==> src/wifi_frame_airtime_core_defines.svh <==
// Assertion macros for the frame air time core.
`ifndef WIFI_FRAME_AIRTIME_CORE_DEFINES_SVH
`define WIFI_FRAME_AIRTIME_CORE_DEFINES_SVH
`ifndef NO_ASSERTIONS
`define WFA_ASSERT_NOW(label, pre, post) \
  label: assert property (@(posedge clk_i) disable iff (!rst_ni) (pre) |-> (post)) \
    else $error("wfa check failed");
`define WFA_ASSERT_NEXT(label, pre, post) \
  label: assert property (@(posedge clk_i) disable iff (!rst_ni) (pre) |=> (post)) \
    else $error("wfa check failed");
`else
`define WFA_ASSERT_NOW(label, pre, post)
`define WFA_ASSERT_NEXT(label, pre, post)
`endif
`endif

==> src/wfa_pkg.sv <==
// Types, codes and HT MCS tables shared by the frame air time core.
package wfa_pkg;

  localparam int unsigned NumW = 21;
  localparam int unsigned DenW = 13;
  localparam int unsigned DurW = 21;
  localparam logic [6:0] McsTop = 7'd76;

  localparam logic [2:0] PhyDsss = 3'd1;
  localparam logic [2:0] PhyOfdm = 3'd2;
  localparam logic [2:0] PhyHt   = 3'd3;

  localparam logic [1:0] StOk      = 2'd0;
  localparam logic [1:0] StUnsupp  = 2'd1;
  localparam logic [1:0] StStreams = 2'd2;
  localparam logic [1:0] StMcs     = 2'd3;

  typedef enum logic [1:0] {
    MODE_DSSS,
    MODE_OFDM,
    MODE_HT,
    MODE_ERR
  } mode_e;

  // Sideband that rides along with every divider beat.
  typedef struct packed {
    mode_e      mode;
    logic [1:0] status;
    logic [7:0] base;
    logic       stbc2;
    logic       sgi;
  } side_t;

  localparam logic [2:0] McsStreams [77] = '{
    3'd1,3'd1,3'd1,3'd1,3'd1,3'd1,3'd1,3'd1,3'd2,3'd2,3'd2,3'd2,3'd2,3'd2,3'd2,3'd2,
    3'd3,3'd3,3'd3,3'd3,3'd3,3'd3,3'd3,3'd3,3'd4,3'd4,3'd4,3'd4,3'd4,3'd4,3'd4,3'd4,
    3'd1,3'd2,3'd2,3'd2,3'd2,3'd2,3'd2,3'd3,3'd3,3'd3,3'd3,3'd3,3'd3,3'd3,3'd3,3'd3,
    3'd3,3'd3,3'd3,3'd3,3'd3,3'd4,3'd4,3'd4,3'd4,3'd4,3'd4,3'd4,3'd4,3'd4,3'd4,3'd4,
    3'd4,3'd4,3'd4,3'd4,3'd4,3'd4,3'd4,3'd4,3'd4,3'd4,3'd4,3'd4,3'd4
  };

  localparam logic [1:0] McsEncoders [77] = '{
    2'd1,2'd1,2'd1,2'd1,2'd1,2'd1,2'd1,2'd1,2'd1,2'd1,2'd1,2'd1,2'd1,2'd1,2'd1,2'd1,
    2'd1,2'd1,2'd1,2'd1,2'd1,2'd2,2'd2,2'd2,2'd1,2'd1,2'd1,2'd1,2'd2,2'd2,2'd2,2'd2,
    2'd1,
    2'd1,2'd1,2'd1,2'd1,2'd1,2'd1,
    2'd1,2'd1,2'd1,2'd1,2'd1,2'd1,2'd1,2'd1,2'd1,2'd1,2'd1,2'd1,2'd1,2'd1,
    2'd1,2'd1,2'd1,2'd1,2'd1,2'd1,2'd1,2'd1,2'd1,2'd1,2'd1,2'd1,2'd1,2'd1,2'd1,2'd1,
    2'd1,2'd2,2'd2,2'd2,2'd2,2'd2,2'd2,2'd2
  };

  localparam logic [9:0] McsBitsPerSym [77] = '{
    10'd26, 10'd52, 10'd78, 10'd104, 10'd156, 10'd208, 10'd234, 10'd260,
    10'd52, 10'd104, 10'd156, 10'd208, 10'd312, 10'd416, 10'd468, 10'd520,
    10'd78, 10'd156, 10'd234, 10'd312, 10'd468, 10'd624, 10'd702, 10'd780,
    10'd104, 10'd208, 10'd312, 10'd416, 10'd624, 10'd832, 10'd936, 10'd1023,
    10'd12,
    10'd156, 10'd208, 10'd260, 10'd234, 10'd312, 10'd390,
    10'd208, 10'd260, 10'd260, 10'd312, 10'd364, 10'd364, 10'd416, 10'd312,
    10'd390, 10'd390, 10'd468, 10'd546, 10'd546, 10'd624,
    10'd260, 10'd312, 10'd364, 10'd312, 10'd364, 10'd416, 10'd468, 10'd416,
    10'd468, 10'd520, 10'd520, 10'd572,
    10'd390, 10'd468, 10'd546, 10'd468, 10'd546, 10'd624, 10'd702, 10'd624,
    10'd702, 10'd780, 10'd780, 10'd858
  };

  // Entry 31 is 1040, which needs eleven bits; the table stores 1023 there and this function returns 1040.
  function automatic logic [10:0] bits_per_sym(input logic [6:0] idx);
    logic [10:0] v;
    v = (idx == 7'd31) ? 11'd1040 : {1'b0, McsBitsPerSym[idx]};
    return v;
  endfunction

  localparam logic [2:0] DataLtfs [4] = '{3'd1, 3'd2, 3'd4, 3'd4};
  localparam logic [2:0] ExtLtfs  [4] = '{3'd0, 3'd1, 3'd2, 3'd4};

endpackage

==> src/wifi_frame_airtime_core.sv <==
// Top level of the frame air time core: decode, divider and back end.
//
// One frame description enters per beat on the slave stream; phy_kind travels
// in s_axis_tuser and the other fields in s_axis_tdata. One result leaves per
// input beat on the master stream: duration_us in m_axis_tdata, status in
// m_axis_tuser. Results keep input order.
// The pipeline has one decode stage, 21 divider stages (one quotient bit each),
// and three back-end stages (symbol scaling, multiply by the reciprocal of ten,
// output register). Throughput is one beat per cycle while the output is not stalled.
// The whole pipeline advances together; when the output register holds a beat
// the receiver has not taken, every stage holds and s_axis_tready is low, so
// nothing is lost or repeated. Bubbles travel as cleared valid bits.
// Reset clears all valid bits; no result is pending after reset.
`include "wifi_frame_airtime_core_defines.svh"
module wifi_frame_airtime_core
  import wfa_pkg::*;
(
  input  logic        clk_i,
  input  logic        rst_ni,
  input  logic        s_axis_tvalid,
  output logic        s_axis_tready,
  // [15:0] byte length, [16] A-MPDU subframe, [17] first of burst, [25:18] rate_units,
  // [26] short DSSS preamble, [33:27] MCS, [34] bandwidth_40, [35] short guard,
  // [37:36] extra STBC streams, [40:38] extension_streams, [41] greenfield, rest zero
  input  logic [47:0] s_axis_tdata,
  // [2:0] phy_kind
  input  logic [2:0]  s_axis_tuser,
  output logic        m_axis_tvalid,
  input  logic        m_axis_tready,
  // [20:0] duration_us, rest zero
  output logic [23:0] m_axis_tdata,
  // [1:0] status
  output logic [1:0]  m_axis_tuser
);

  logic            en;
  logic            f_valid, d_valid, b_valid;
  logic [NumW-1:0] f_num, d_quo;
  logic [DenW-1:0] f_den;
  side_t           f_side, d_side;
  logic [DurW-1:0] dur;
  logic [1:0]      status;

  // Global advance: move when the output register is empty or being taken.
  assign en            = !b_valid || m_axis_tready;
  assign s_axis_tready = en;

  wfa_front u_front (
    .clk_i,
    .rst_ni,
    .en_i                (en),
    .valid_i             (s_axis_tvalid),
    .phy_kind_i          (s_axis_tuser),
    .byte_len_i          (s_axis_tdata[15:0]),
    .ampdu_i             (s_axis_tdata[16]),
    .burst_first_i       (s_axis_tdata[17]),
    .rate_units_i        (s_axis_tdata[25:18]),
    .short_pre_i         (s_axis_tdata[26]),
    .mcs_i               (s_axis_tdata[33:27]),
    .bandwidth_40_i      (s_axis_tdata[34]),
    .sgi_i               (s_axis_tdata[35]),
    .stbc_extra_i        (s_axis_tdata[37:36]),
    .extension_streams_i (s_axis_tdata[40:38]),
    .greenfield_i        (s_axis_tdata[41]),
    .valid_o             (f_valid),
    .num_o               (f_num),
    .den_o               (f_den),
    .side_o              (f_side)
  );

  wfa_div u_div (
    .clk_i,
    .rst_ni,
    .en_i    (en),
    .valid_i (f_valid),
    .num_i   (f_num),
    .den_i   (f_den),
    .side_i  (f_side),
    .valid_o (d_valid),
    .quo_o   (d_quo),
    .side_o  (d_side)
  );

  wfa_back u_back (
    .clk_i,
    .rst_ni,
    .en_i     (en),
    .valid_i  (d_valid),
    .quo_i    (d_quo),
    .side_i   (d_side),
    .valid_o  (b_valid),
    .dur_o    (dur),
    .status_o (status)
  );

  assign m_axis_tvalid = b_valid;
  assign m_axis_tdata  = {3'b0, dur};
  assign m_axis_tuser  = status;

  // An errored beat never carries a duration.
  `WFA_ASSERT_NOW(a_err_zero_dur, m_axis_tvalid && m_axis_tuser != StOk, m_axis_tdata == 24'd0)
  // A held output beat stalls the input side.
  `WFA_ASSERT_NOW(a_stall_blocks_in, m_axis_tvalid && !m_axis_tready, !s_axis_tready)
  // A stalled divider output is still there next cycle.
  `WFA_ASSERT_NEXT(a_div_holds, d_valid && !en, d_valid && $stable(d_quo))

endmodule

==> src/wfa_front.sv <==
// Decode stage: mode, status, preamble, and the ceiling-division operands.
module wfa_front
  import wfa_pkg::*;
(
  input  logic            clk_i,
  input  logic            rst_ni,
  input  logic            en_i,
  input  logic            valid_i,
  input  logic [2:0]      phy_kind_i,
  input  logic [15:0]     byte_len_i,
  input  logic            ampdu_i,
  input  logic            burst_first_i,
  input  logic [7:0]      rate_units_i,
  input  logic            short_pre_i,
  input  logic [6:0]      mcs_i,
  input  logic            bandwidth_40_i,
  input  logic            sgi_i,
  input  logic [1:0]      stbc_extra_i,
  input  logic [2:0]      extension_streams_i,
  input  logic            greenfield_i,
  output logic            valid_o,
  output logic [NumW-1:0] num_o,
  output logic [DenW-1:0] den_o,
  output side_t           side_o
);

  logic            valid_q;
  logic [NumW-1:0] num_q, num_d;
  logic [DenW-1:0] den_q, den_d;
  side_t           side_q, side_d;

  logic [7:0]      rate;
  logic [6:0]      idx;
  logic [2:0]      nsts;
  logic [1:0]      ltf_idx;
  logic [NumW-1:0] raw;
  logic [NumW-1:0] ht_bits;
  logic [DenW-1:0] ht_den;
  logic [7:0]      pre;

  // Operand selection per PHY; the ceiling comes from adding den - 1.
  always_comb begin
    rate    = (rate_units_i == 8'd0) ? 8'd2 : rate_units_i;
    idx     = (mcs_i > McsTop) ? 7'd0 : mcs_i;
    nsts    = McsStreams[idx] + {1'b0, stbc_extra_i};
    ltf_idx = 2'(nsts - 3'd1);
    ht_bits = {2'b0, byte_len_i, 3'b0};
    if (!ampdu_i) begin
      ht_bits = ht_bits + NumW'(16) + NumW'(6 * McsEncoders[idx]);
    end
    ht_den = DenW'(bits_per_sym(idx));
    if (bandwidth_40_i) ht_den = {ht_den[DenW-2:0], 1'b0};
    if (stbc_extra_i != 2'd0) ht_den = {ht_den[DenW-2:0], 1'b0};
    pre = (greenfield_i ? 8'd24 : 8'd32)
        + {3'b0, DataLtfs[ltf_idx], 2'b0} + {3'b0, ExtLtfs[extension_streams_i[1:0]], 2'b0};

    raw          = '0;
    den_d        = DenW'(1);
    side_d.mode  = MODE_ERR;
    side_d.status = StUnsupp;
    side_d.base  = 8'd0;
    side_d.stbc2 = (stbc_extra_i != 2'd0);
    side_d.sgi   = sgi_i;
    unique case (phy_kind_i)
      PhyDsss: begin
        raw           = {1'b0, byte_len_i, 4'b0};
        den_d         = DenW'(rate);
        side_d.mode   = MODE_DSSS;
        side_d.status = StOk;
        side_d.base   = short_pre_i ? 8'd96 : 8'd192;
      end
      PhyOfdm: begin
        raw           = {2'b0, byte_len_i, 3'b0} + NumW'(22);
        den_d         = DenW'({rate, 1'b0});
        side_d.mode   = MODE_OFDM;
        side_d.status = StOk;
      end
      PhyHt: begin
        if (burst_first_i && extension_streams_i > 3'd3) begin
          side_d.status = StStreams;
        end else if (mcs_i > McsTop) begin
          side_d.status = StMcs;
        end else if (burst_first_i && nsts > 3'd4) begin
          side_d.status = StStreams;
        end else begin
          raw           = ht_bits;
          den_d         = ht_den;
          side_d.mode   = MODE_HT;
          side_d.status = StOk;
          side_d.base   = burst_first_i ? pre : 8'd0;
        end
      end
      default: begin
        side_d.status = StUnsupp;
      end
    endcase
    num_d = raw + NumW'(den_d) - NumW'(1);
  end

  always_ff @(posedge clk_i or negedge rst_ni) begin
    if (!rst_ni) begin
      valid_q <= 1'b0;
    end else if (en_i) begin
      valid_q <= valid_i;
    end
  end

  always_ff @(posedge clk_i) begin
    if (en_i) begin
      num_q  <= num_d;
      den_q  <= den_d;
      side_q <= side_d;
    end
  end

  assign valid_o = valid_q;
  assign num_o   = num_q;
  assign den_o   = den_q;
  assign side_o  = side_q;

endmodule

==> src/wfa_div.sv <==
// Pipelined restoring divider, one quotient bit per stage.
module wfa_div
  import wfa_pkg::*;
(
  input  logic            clk_i,
  input  logic            rst_ni,
  input  logic            en_i,
  input  logic            valid_i,
  input  logic [NumW-1:0] num_i,
  input  logic [DenW-1:0] den_i,
  input  side_t           side_i,
  output logic            valid_o,
  output logic [NumW-1:0] quo_o,
  output side_t           side_o
);

  logic            valid_q [NumW];
  logic [DenW-1:0] rem_q   [NumW];
  logic [NumW-1:0] nq_q    [NumW];
  logic [DenW-1:0] den_q   [NumW];
  side_t           side_q  [NumW];

  logic [DenW-1:0] rem_d [NumW];
  logic [NumW-1:0] nq_d  [NumW];

  // Each stage shifts one numerator bit into the remainder and one quotient bit into the low end.
  always_comb begin
    for (int i = 0; i < NumW; i++) begin
      logic [DenW-1:0] rem_in;
      logic [NumW-1:0] nq_in;
      logic [DenW-1:0] dv;
      logic [DenW:0]   trial;
      rem_in = (i == 0) ? '0 : rem_q[(i == 0) ? 0 : i - 1];
      nq_in  = (i == 0) ? num_i : nq_q[(i == 0) ? 0 : i - 1];
      dv     = (i == 0) ? den_i : den_q[(i == 0) ? 0 : i - 1];
      trial  = {rem_in, nq_in[NumW-1]};
      if (trial >= {1'b0, dv}) begin
        rem_d[i] = DenW'(trial - {1'b0, dv});
        nq_d[i]  = {nq_in[NumW-2:0], 1'b1};
      end else begin
        rem_d[i] = DenW'(trial);
        nq_d[i]  = {nq_in[NumW-2:0], 1'b0};
      end
    end
  end

  always_ff @(posedge clk_i or negedge rst_ni) begin
    if (!rst_ni) begin
      for (int i = 0; i < NumW; i++) valid_q[i] <= 1'b0;
    end else if (en_i) begin
      valid_q[0] <= valid_i;
      for (int i = 1; i < NumW; i++) valid_q[i] <= valid_q[i-1];
    end
  end

  always_ff @(posedge clk_i) begin
    if (en_i) begin
      den_q[0]  <= den_i;
      side_q[0] <= side_i;
      for (int i = 1; i < NumW; i++) begin
        den_q[i]  <= den_q[i-1];
        side_q[i] <= side_q[i-1];
      end
      for (int i = 0; i < NumW; i++) begin
        rem_q[i] <= rem_d[i];
        nq_q[i]  <= nq_d[i];
      end
    end
  end

  assign valid_o = valid_q[NumW-1];
  assign quo_o   = nq_q[NumW-1];
  assign side_o  = side_q[NumW-1];

endmodule

==> src/wfa_back.sv <==
// Back end: symbol time scaling, divide by ten, final sum and output register.
module wfa_back
  import wfa_pkg::*;
(
  input  logic            clk_i,
  input  logic            rst_ni,
  input  logic            en_i,
  input  logic            valid_i,
  input  logic [NumW-1:0] quo_i,
  input  side_t           side_i,
  output logic            valid_o,
  output logic [DurW-1:0] dur_o,
  output logic [1:0]      status_o
);

  localparam logic [31:0] Recip10 = 32'hCCCCCCCD;

  logic            v1_q, v2_q, v3_q;
  logic            ht1_q, ht2_q;
  logic [1:0]      st1_q, st2_q, st3_q;
  logic [7:0]      base1_q, base2_q;
  logic [21:0]     x_q, x_d;
  logic [DurW-1:0] leg1_q, leg2_q, leg_d;
  logic [53:0]     prod_q;
  logic [DurW-1:0] dur_q, dur_d;
  logic [17:0]     syms;

  // Stage one: whole symbols in tenths of a microsecond, or the legacy sum.
  always_comb begin
    syms = side_i.stbc2 ? {quo_i[16:0], 1'b0} : {1'b0, quo_i[16:0]};
    x_d  = ({4'b0, syms} * (side_i.sgi ? 22'd36 : 22'd40)) + 22'd5;
    if (side_i.mode == MODE_DSSS) begin
      leg_d = quo_i + DurW'(side_i.base);
    end else begin
      leg_d = {quo_i[DurW-3:0], 2'b0} + DurW'(20);
    end
  end

  // Stage three: rounded microseconds plus preamble, or the legacy sum; zero on any error.
  always_comb begin
    if (st2_q != StOk) begin
      dur_d = '0;
    end else if (ht2_q) begin
      dur_d = DurW'(prod_q[53:35]) + DurW'(base2_q);
    end else begin
      dur_d = leg2_q;
    end
  end

  always_ff @(posedge clk_i or negedge rst_ni) begin
    if (!rst_ni) begin
      v1_q <= 1'b0;
      v2_q <= 1'b0;
      v3_q <= 1'b0;
    end else if (en_i) begin
      v1_q <= valid_i;
      v2_q <= v1_q;
      v3_q <= v2_q;
    end
  end

  always_ff @(posedge clk_i) begin
    if (en_i) begin
      ht1_q   <= (side_i.mode == MODE_HT);
      st1_q   <= side_i.status;
      base1_q <= side_i.base;
      x_q     <= x_d;
      leg1_q  <= leg_d;
      ht2_q   <= ht1_q;
      st2_q   <= st1_q;
      base2_q <= base1_q;
      leg2_q  <= leg1_q;
      prod_q  <= x_q * Recip10;
      st3_q   <= st2_q;
      dur_q   <= dur_d;
    end
  end

  assign valid_o  = v3_q;
  assign dur_o    = dur_q;
  assign status_o = st3_q;

endmodule
==> config.mk <==
export PLATFORM = sky130hd
export DESIGN_NAME = wifi_frame_airtime_core
export DESIGN_NICKNAME = d
export VERILOG_FILES = /design/src/wfa_pkg.sv /design/src/wifi_frame_airtime_core.sv /design/src/wfa_front.sv /design/src/wfa_div.sv /design/src/wfa_back.sv
export VERILOG_INCLUDE_DIRS = /design/src /design/src/src
export SDC_FILE = /design/constraint.sdc
export NUM_CORES = 2
export LEC_CHECK = 0
export ABC_AREA = 1
export BUFFER_PORTS_ARGS = -buffer_cell sky130_fd_sc_hd__buf_2
export CORE_ASPECT_RATIO = 2
export CORE_MARGIN = 1
export CORE_UTILIZATION = 58
export DETAILED_ROUTE_END_ITERATION = 12
export HOLD_SLACK_MARGIN = 0.15
export PLACE_DENSITY = 0.78
export SETUP_SLACK_MARGIN = 0.1
export SLEW_MARGIN = 10
export SYNTH_ARGS = -nofsm -noshare
export SYNTH_HDL_FRONTEND = slang
export SYNTH_SLANG_ARGS = --single-unit
==> constraint.sdc <==
create_clock -name clk_i -period 66.1 [get_ports clk_i]
set_input_delay 13.22 -clock clk_i [delete_from_list [all_inputs] [get_ports clk_i]]
set_output_delay 13.22 -clock clk_i [all_outputs]
set_load 0.02 [all_outputs]
After elaboration in Yosys (flattened, before gate mapping)
Memory sizes are Yosys's and may differ from the RTL's. Cells that the tools add are included.

Flip-flop bits (word level): 236. Bits in latches: 0. Bits in writable memories: 1281. ROM bits: 1920. Input bits: 55. Output and inout bits: 28. Word-level logic and storage cells: 221. Memories kept: 7.

Add/sub/neg operators: 34. Multiply operators: 3. Divide/modulo/power cells: 0. Order comparisons: 27. Eq/ne operators: 5. Shift operators: 0. Muxes and demuxes: 89. Bitwise operators: 3. Reduce and logical (&&, ||, !) cells: 9.

Memory list: (name not given) (words 128, width 10, rd ports 1, clocked after Yosys merged registers in 0, wr ports 0, RTL line wfa_pkg.sv:70) `v = (idx == 7'd31) ? 11'd1040 : {1'b0, McsBitsPerSym[idx]};`; u_div.nq_q (words 21, width 21, rd ports 21, clocked after Yosys merged registers in 0, wr ports 21, RTL line wfa_div.sv:19) `logic [NumW-1:0] nq_q [NumW];`; (name not given) (words 128, width 3, rd ports 1, clocked after Yosys merged registers in 0, wr ports 0, RTL line wfa_front.sv:45) `nsts = McsStreams[idx] + {1'b0, stbc_extra_i};`; u_div.side_q (words 21, width 14, rd ports 21, clocked after Yosys merged registers in 0, wr ports 21, RTL line wfa_div.sv:21) `side_t side_q [NumW];`; u_div.den_q (words 21, width 13, rd ports 20, clocked after Yosys merged registers in 0, wr ports 21, RTL line wfa_div.sv:20) `logic [DenW-1:0] den_q [NumW];`; u_div.rem_q (words 21, width 13, rd ports 20, clocked after Yosys merged registers in 0, wr ports 21, RTL line wfa_div.sv:18) `logic [DenW-1:0] rem_q [NumW];`; +1 memories.

Operators by type and width (number): $mux W13 (25); $ge A14 B13 Y1 (20); $sub A13 B13 Y13 (20); $mux W21 (6); $pmux W21 S3 (1); $mul A22 B32 Y54 const B (1); $mux W8 (6); $add A19 B5 Y20 const B (2); $pmux W13 S3 (1); $mux W1 (24); $add A22 B3 Y22 const B (1); $mul A18 B22 Y22 (1); $add A21 B13 Y21 (1); $add A21 B5 Y21 (1); $add A21 B5 Y21 const B (1); $add A21 B8 Y21 (1); $sub A21 B1 Y21 const B (1); $add A19 B8 Y20 (1); $mux W10 (2); $mux W18 (1); $mux W3 (6); $add A8 B5 Y8 (2); $pmux W8 S2 (1); $mux W2 (7); other kinds (31) (37).

Depth between registers and ports, before layout
Word-level depth: 19. Gate-level depth with buffers: 45. Gate-level depth less buffers: 43.

Hierarchy
A second synthesis with hierarchy kept.

Cells, all modules: 8709. Area, all modules: 84881.4 um^2.

Modules (own cells, without submodules): wfa_div (times used 1, cells an instance 5520, area each 61435.2 um^2, sequential area each 38211.6 um^2); wfa_back (times used 1, cells an instance 2315, area each 17624.4 um^2, sequential area each 3858.7 um^2); wfa_front (times used 1, cells an instance 868, area each 5788.1 um^2, sequential area each 1406.3 um^2); wifi_frame_airtime_core (times used 1, cells an instance 6, area each 33.8 um^2, sequential area each 0.0 um^2).

Worst setup path after synthesis
Ideal clock, no wire load.

Path type: input-to-output. Start: input port m_axis_tready. End: output port s_axis_tready. Data arrival time: 51.010 ns. Path slack: 1.870 ns. Stages on the path: 4. Path through: inv_1 > nand2_1 > clkbuf_1 > clkbuf_1.

Longest elaborated chain between the ends: 1.

RTL lines: start: declaration (RTL line wifi_frame_airtime_core.sv:29) `input logic m_axis_tready,`; $logic_or A1 B1 Y1 (RTL line wifi_frame_airtime_core.sv:45) `assign en = !b_valid || m_axis_tready;`; end: declaration (RTL line wifi_frame_airtime_core.sv:21) `output logic s_axis_tready,`.

Every way passes these cells.

Worst setup path after layout
Same ends and word-level chain as after synthesis.

==> results.toml <==
[floorplanning]
die_h_um = 504
num_rows = 183
start_util_pct = 58.7
ios = 83
die_w_um = 253
die-area_mm2 = 0.128
core_mm2 = 0.125

[clocking]
clkTransAtPathRegs_ns = 0.09
cts_tree = "yes"
clk_path_buf_depth = 3
cts.sinks = 1406
insertion_delay_ns = 0.75
cts_buffers = 116
post-cts-setup-buffer-count = 0
root_buffer = "clkbuf_16"
htree_num_levels = 3
ctsResizeCount = 0
holdBufCountCts = 0

[setup_path]
r2r-start = "u_back.x_q[20]"
timing.rr.end = "u_back.prod_q[41]"
critPathCaptureType = "output port"
cpMostUsedCell = "buf_2"
cpLargestDelayFamily = "buffers and inverters"
start_kind = "input pin"
r2r_slack_ns = 58.85
worstSetupPathDepth = 4
cp_slowest_cell = "nand2_4"
cp_cell_sequence = "buf_2 > inv_1 > nand2_4 > buf_2"
cp.arrival_ns = 13.93
critPathBufInv = 3
cp-endpoint = "s_axis_tready"
crit_type = "input pin to output port"
reg2reg_depth = 21
startpoint = "m_axis_tready"
crit_fanout = 14
cp.required_ns = 52.88
crit_path_max_incr_delay_ns = 0.29

[global_route]
antenna_found_initial = 2
grt_max_degree = 210
met1_usage_pct = 20.8
grt_pass1_vias = 49500
busiest_layer = "met2"
grt_overflow_total = 0
use_met3_pct = 3.62
grt_pass1_wl_um = 256000
grt_usage_pct = 26.8
grtUsageMet2_pct = 53.8

[drt]
drtIter0Drc = 2501
avgViaCountPerCell = 5.60
drc = 0
vias = 46700
wirelength_um = 168000
first_pass_iters = 6
avgRoutedWirePerCell_um = 20.2
drtAntennaViolNets = 0

[sta]
rsz0062_at_grt = "false"
holdWs_ns = 0.382
period_share_pct = 41.1
fmax_mhz = 36.8
hold_violations = 0
relSlewSlack_pct = 17.4
fin_setup_tns_ns = 0
period_minus_slack_ns = 27.15
finClkSkew_ns = 0.0410
slew_violations = 0
finalSetupViolations = 0
max_slew.worst_pin.slew_ns = 1.24

[placed_design]
io_buffer_count = 73
dp_hpwl_um = 129000
place.gp.congestion = 0.989

[finish]
postLayoutCoreUtil_pct = 63.6
nets = 7385
area_growth_pct = 8.39
drive_above_1_share_pct = 5.80
fillCellCount = 9547

[yosys]
ys.flop_type = "edfxtp_1"
synth.avg_cell_area_um2 = 11.4
synth_top_area_share_pct = 56.7
ys_seq_area_share_pct = 57.6
yosysTopAreaCell = "edfxtp_1"
synth_edf_count = 1381
syn_inst = 6438
netlist_area_mm2 = 0.0731
async_flop_share_pct = 1.78
yosysWarnings = 0
synth.distinct_cells = 65
synth_area_leaders = "edfxtp_1 57%, ha_1 9.9%, nand2_1 4.8%"
synth_seq_cells = 1406

[min_path]
hp-start = "u_div.nq_q[2][17]"
hold_path.class = "flip-flop to flip-flop"

[job]
drv_cap = 0

[outcome]
status = "completed"
[cell families (layout without fill, tap and decap cells)]
logic type / Yosys count / count (layout) / synth area share (%)
flip-flops: 1406 / 1406 / 57.6
AO/OA/AOI/OAI: 1066 / 1066 / 8.12
multiplexers: 4 / 4 / 0.0616
buffers and inverters: 1011 / 1244 / 5.30
adder cells (fa/ha/maj): 753 / 753 / 14.7
AND/OR/NAND/NOR: 1918 / 1918 / 10.9
other: 1 / 8 / 0.00513
XOR/XNOR: 279 / 279 / 3.34
[layer usage]
layer	share of wire, %	wire length (µm)
met3	3.0	5100
met1	28	47900
met5	0.011	19
met4	11	18100
met2	58	97100
[worst reg2reg max path: stages (launching register included)]
cell,delay [ns]
edfxtp_1,0.61
inv_1,0.10
ha_1,0.28
inv_1,0.07
fa_1,0.65
inv_1,0.09
fa_1,0.58
inv_1,0.08
fa_1,0.60
inv_1,0.11
fa_1,0.61
inv_1,0.08
fa_1,0.56
fa_1,0.48
ha_1,0.34
a21oi_1,0.24
o21ai_0,0.16
a21oi_1,0.41
a21boi_0,0.37
o21ai_0,0.12
a21boi_0,0.21
xnor2_1,0.25
[Yosys cell counts (all sizes together) (4+ instances only)]
master   instances
edfxtp        1381
nand2          941
inv            920
ha             579
nor2           557
a21oi          462
o21ai          389
nand3          263
fa             174
xor2           160
xnor2          119
a21o            54
nand4           54
clkbuf          51
nor3            48
a31oi           44
buf             40
or2             34
dfrtp           25
o22ai           18
o2111ai         15
o211ai          15
a221oi          11
a31o            11
o21bai          10
nor4             9
a21boi           8
o31ai            7
nand3b           6
a211oi           4
mux2             4
o21a             4
[area by class of cell]
cell class / count / area, µm² / area share, %
inverter: 920 / 3460 / 4.36
clock inverter: 77 / 772 / 0.974
multi-input combinational: 4024 / 27200 / 34.3
timing repair buffer: 109 / 661 / 0.834
antenna: 4 / 10.0 / 0.0126
sequential: 1406 / 42100 / 53.1
tap: 1665 / 2080 / 2.63
clock buffer: 138 / 3010 / 3.79
[cells in the final DEF (no fill, tap or decap), types with 8 or more instances in the layout]
| master | instances |
|---|---|
| edfxtp_1 | 1381 |
| nand2_1 | 934 |
| inv_1 | 904 |
| ha_1 | 579 |
| nor2_1 | 546 |
| a21oi_1 | 461 |
| o21ai_0 | 351 |
| nand3_1 | 259 |
| fa_1 | 174 |
| xor2_1 | 160 |
| xnor2_1 | 119 |
| clkbuf_16 | 117 |
| buf_2 | 73 |
| a21o_1 | 54 |
| nand4_1 | 54 |
| nor3_1 | 45 |
| a31oi_1 | 44 |
| buf_4 | 34 |
| or2_2 | 33 |
| o21ai_1 | 29 |
| dfrtp_1 | 25 |
| clkinv_1 | 22 |
| clkbuf_1 | 21 |
| clkinv_2 | 19 |
| o22ai_1 | 18 |
| inv_2 | 15 |
| o2111ai_1 | 15 |
| a31o_2 | 11 |
| a221oi_1 | 11 |
| o21bai_1 | 10 |
| bufinv_16 | 10 |
| clkinvlp_4 | 10 |
| nor2_2 | 9 |
| nor4_1 | 9 |
| o211ai_1 | 9 |
| o21ai_2 | 9 |
| a21boi_0 | 8 |
[state kept, by name (all words and copies together) (netlist names), 2 cells and up]
register / count
u_back.x_q: 20
u_back.st1_q: 2
u_back.base1_q: 6
u_div.nq_q: 441
u_back.st2_q: 2
u_front.num_o: 21
u_div.side_q: 252
u_front.side_o: 12
u_back.leg1_q: 21
u_front.den_o: 13
u_back.leg2_q: 21
u_div.den_q: 260
u_back.base2_q: 6
u_div.valid_q: 20
u_back.dur_o: 21
u_div.rem_q: 260
u_back.status_o: 2
u_back.prod_q: 19
[worst min path at each step]
stage	to	slack [ns]	depth (start not counted)
floorplan	u_back.base2_q[2]	0.40	0
global placement	u_div.side_q[0][93]	0.40	0
detailed placement	u_div.nq_q[0][142]	0.40	0
CTS	u_div.nq_q[2][39]	0.39	0
global route	u_back.leg2_q[6]	0.40	0
finish	u_div.nq_q[2][39]	0.38	0
[metrics by stage]
step                      instances  area, µm²  setup WS, ns
after global placement         8124      75500         38.89
final                          8343      79300         38.95
after detailed placement       8124      75500         38.90
after global routing           8340      79200         38.91
after CTS                      8339      79200         38.89
after floorplan                6441      73100          1.87
Power is left out: the tool's default activity adds up to more than one toggle a clock period on the data nets, which glitch-free logic cannot reach.
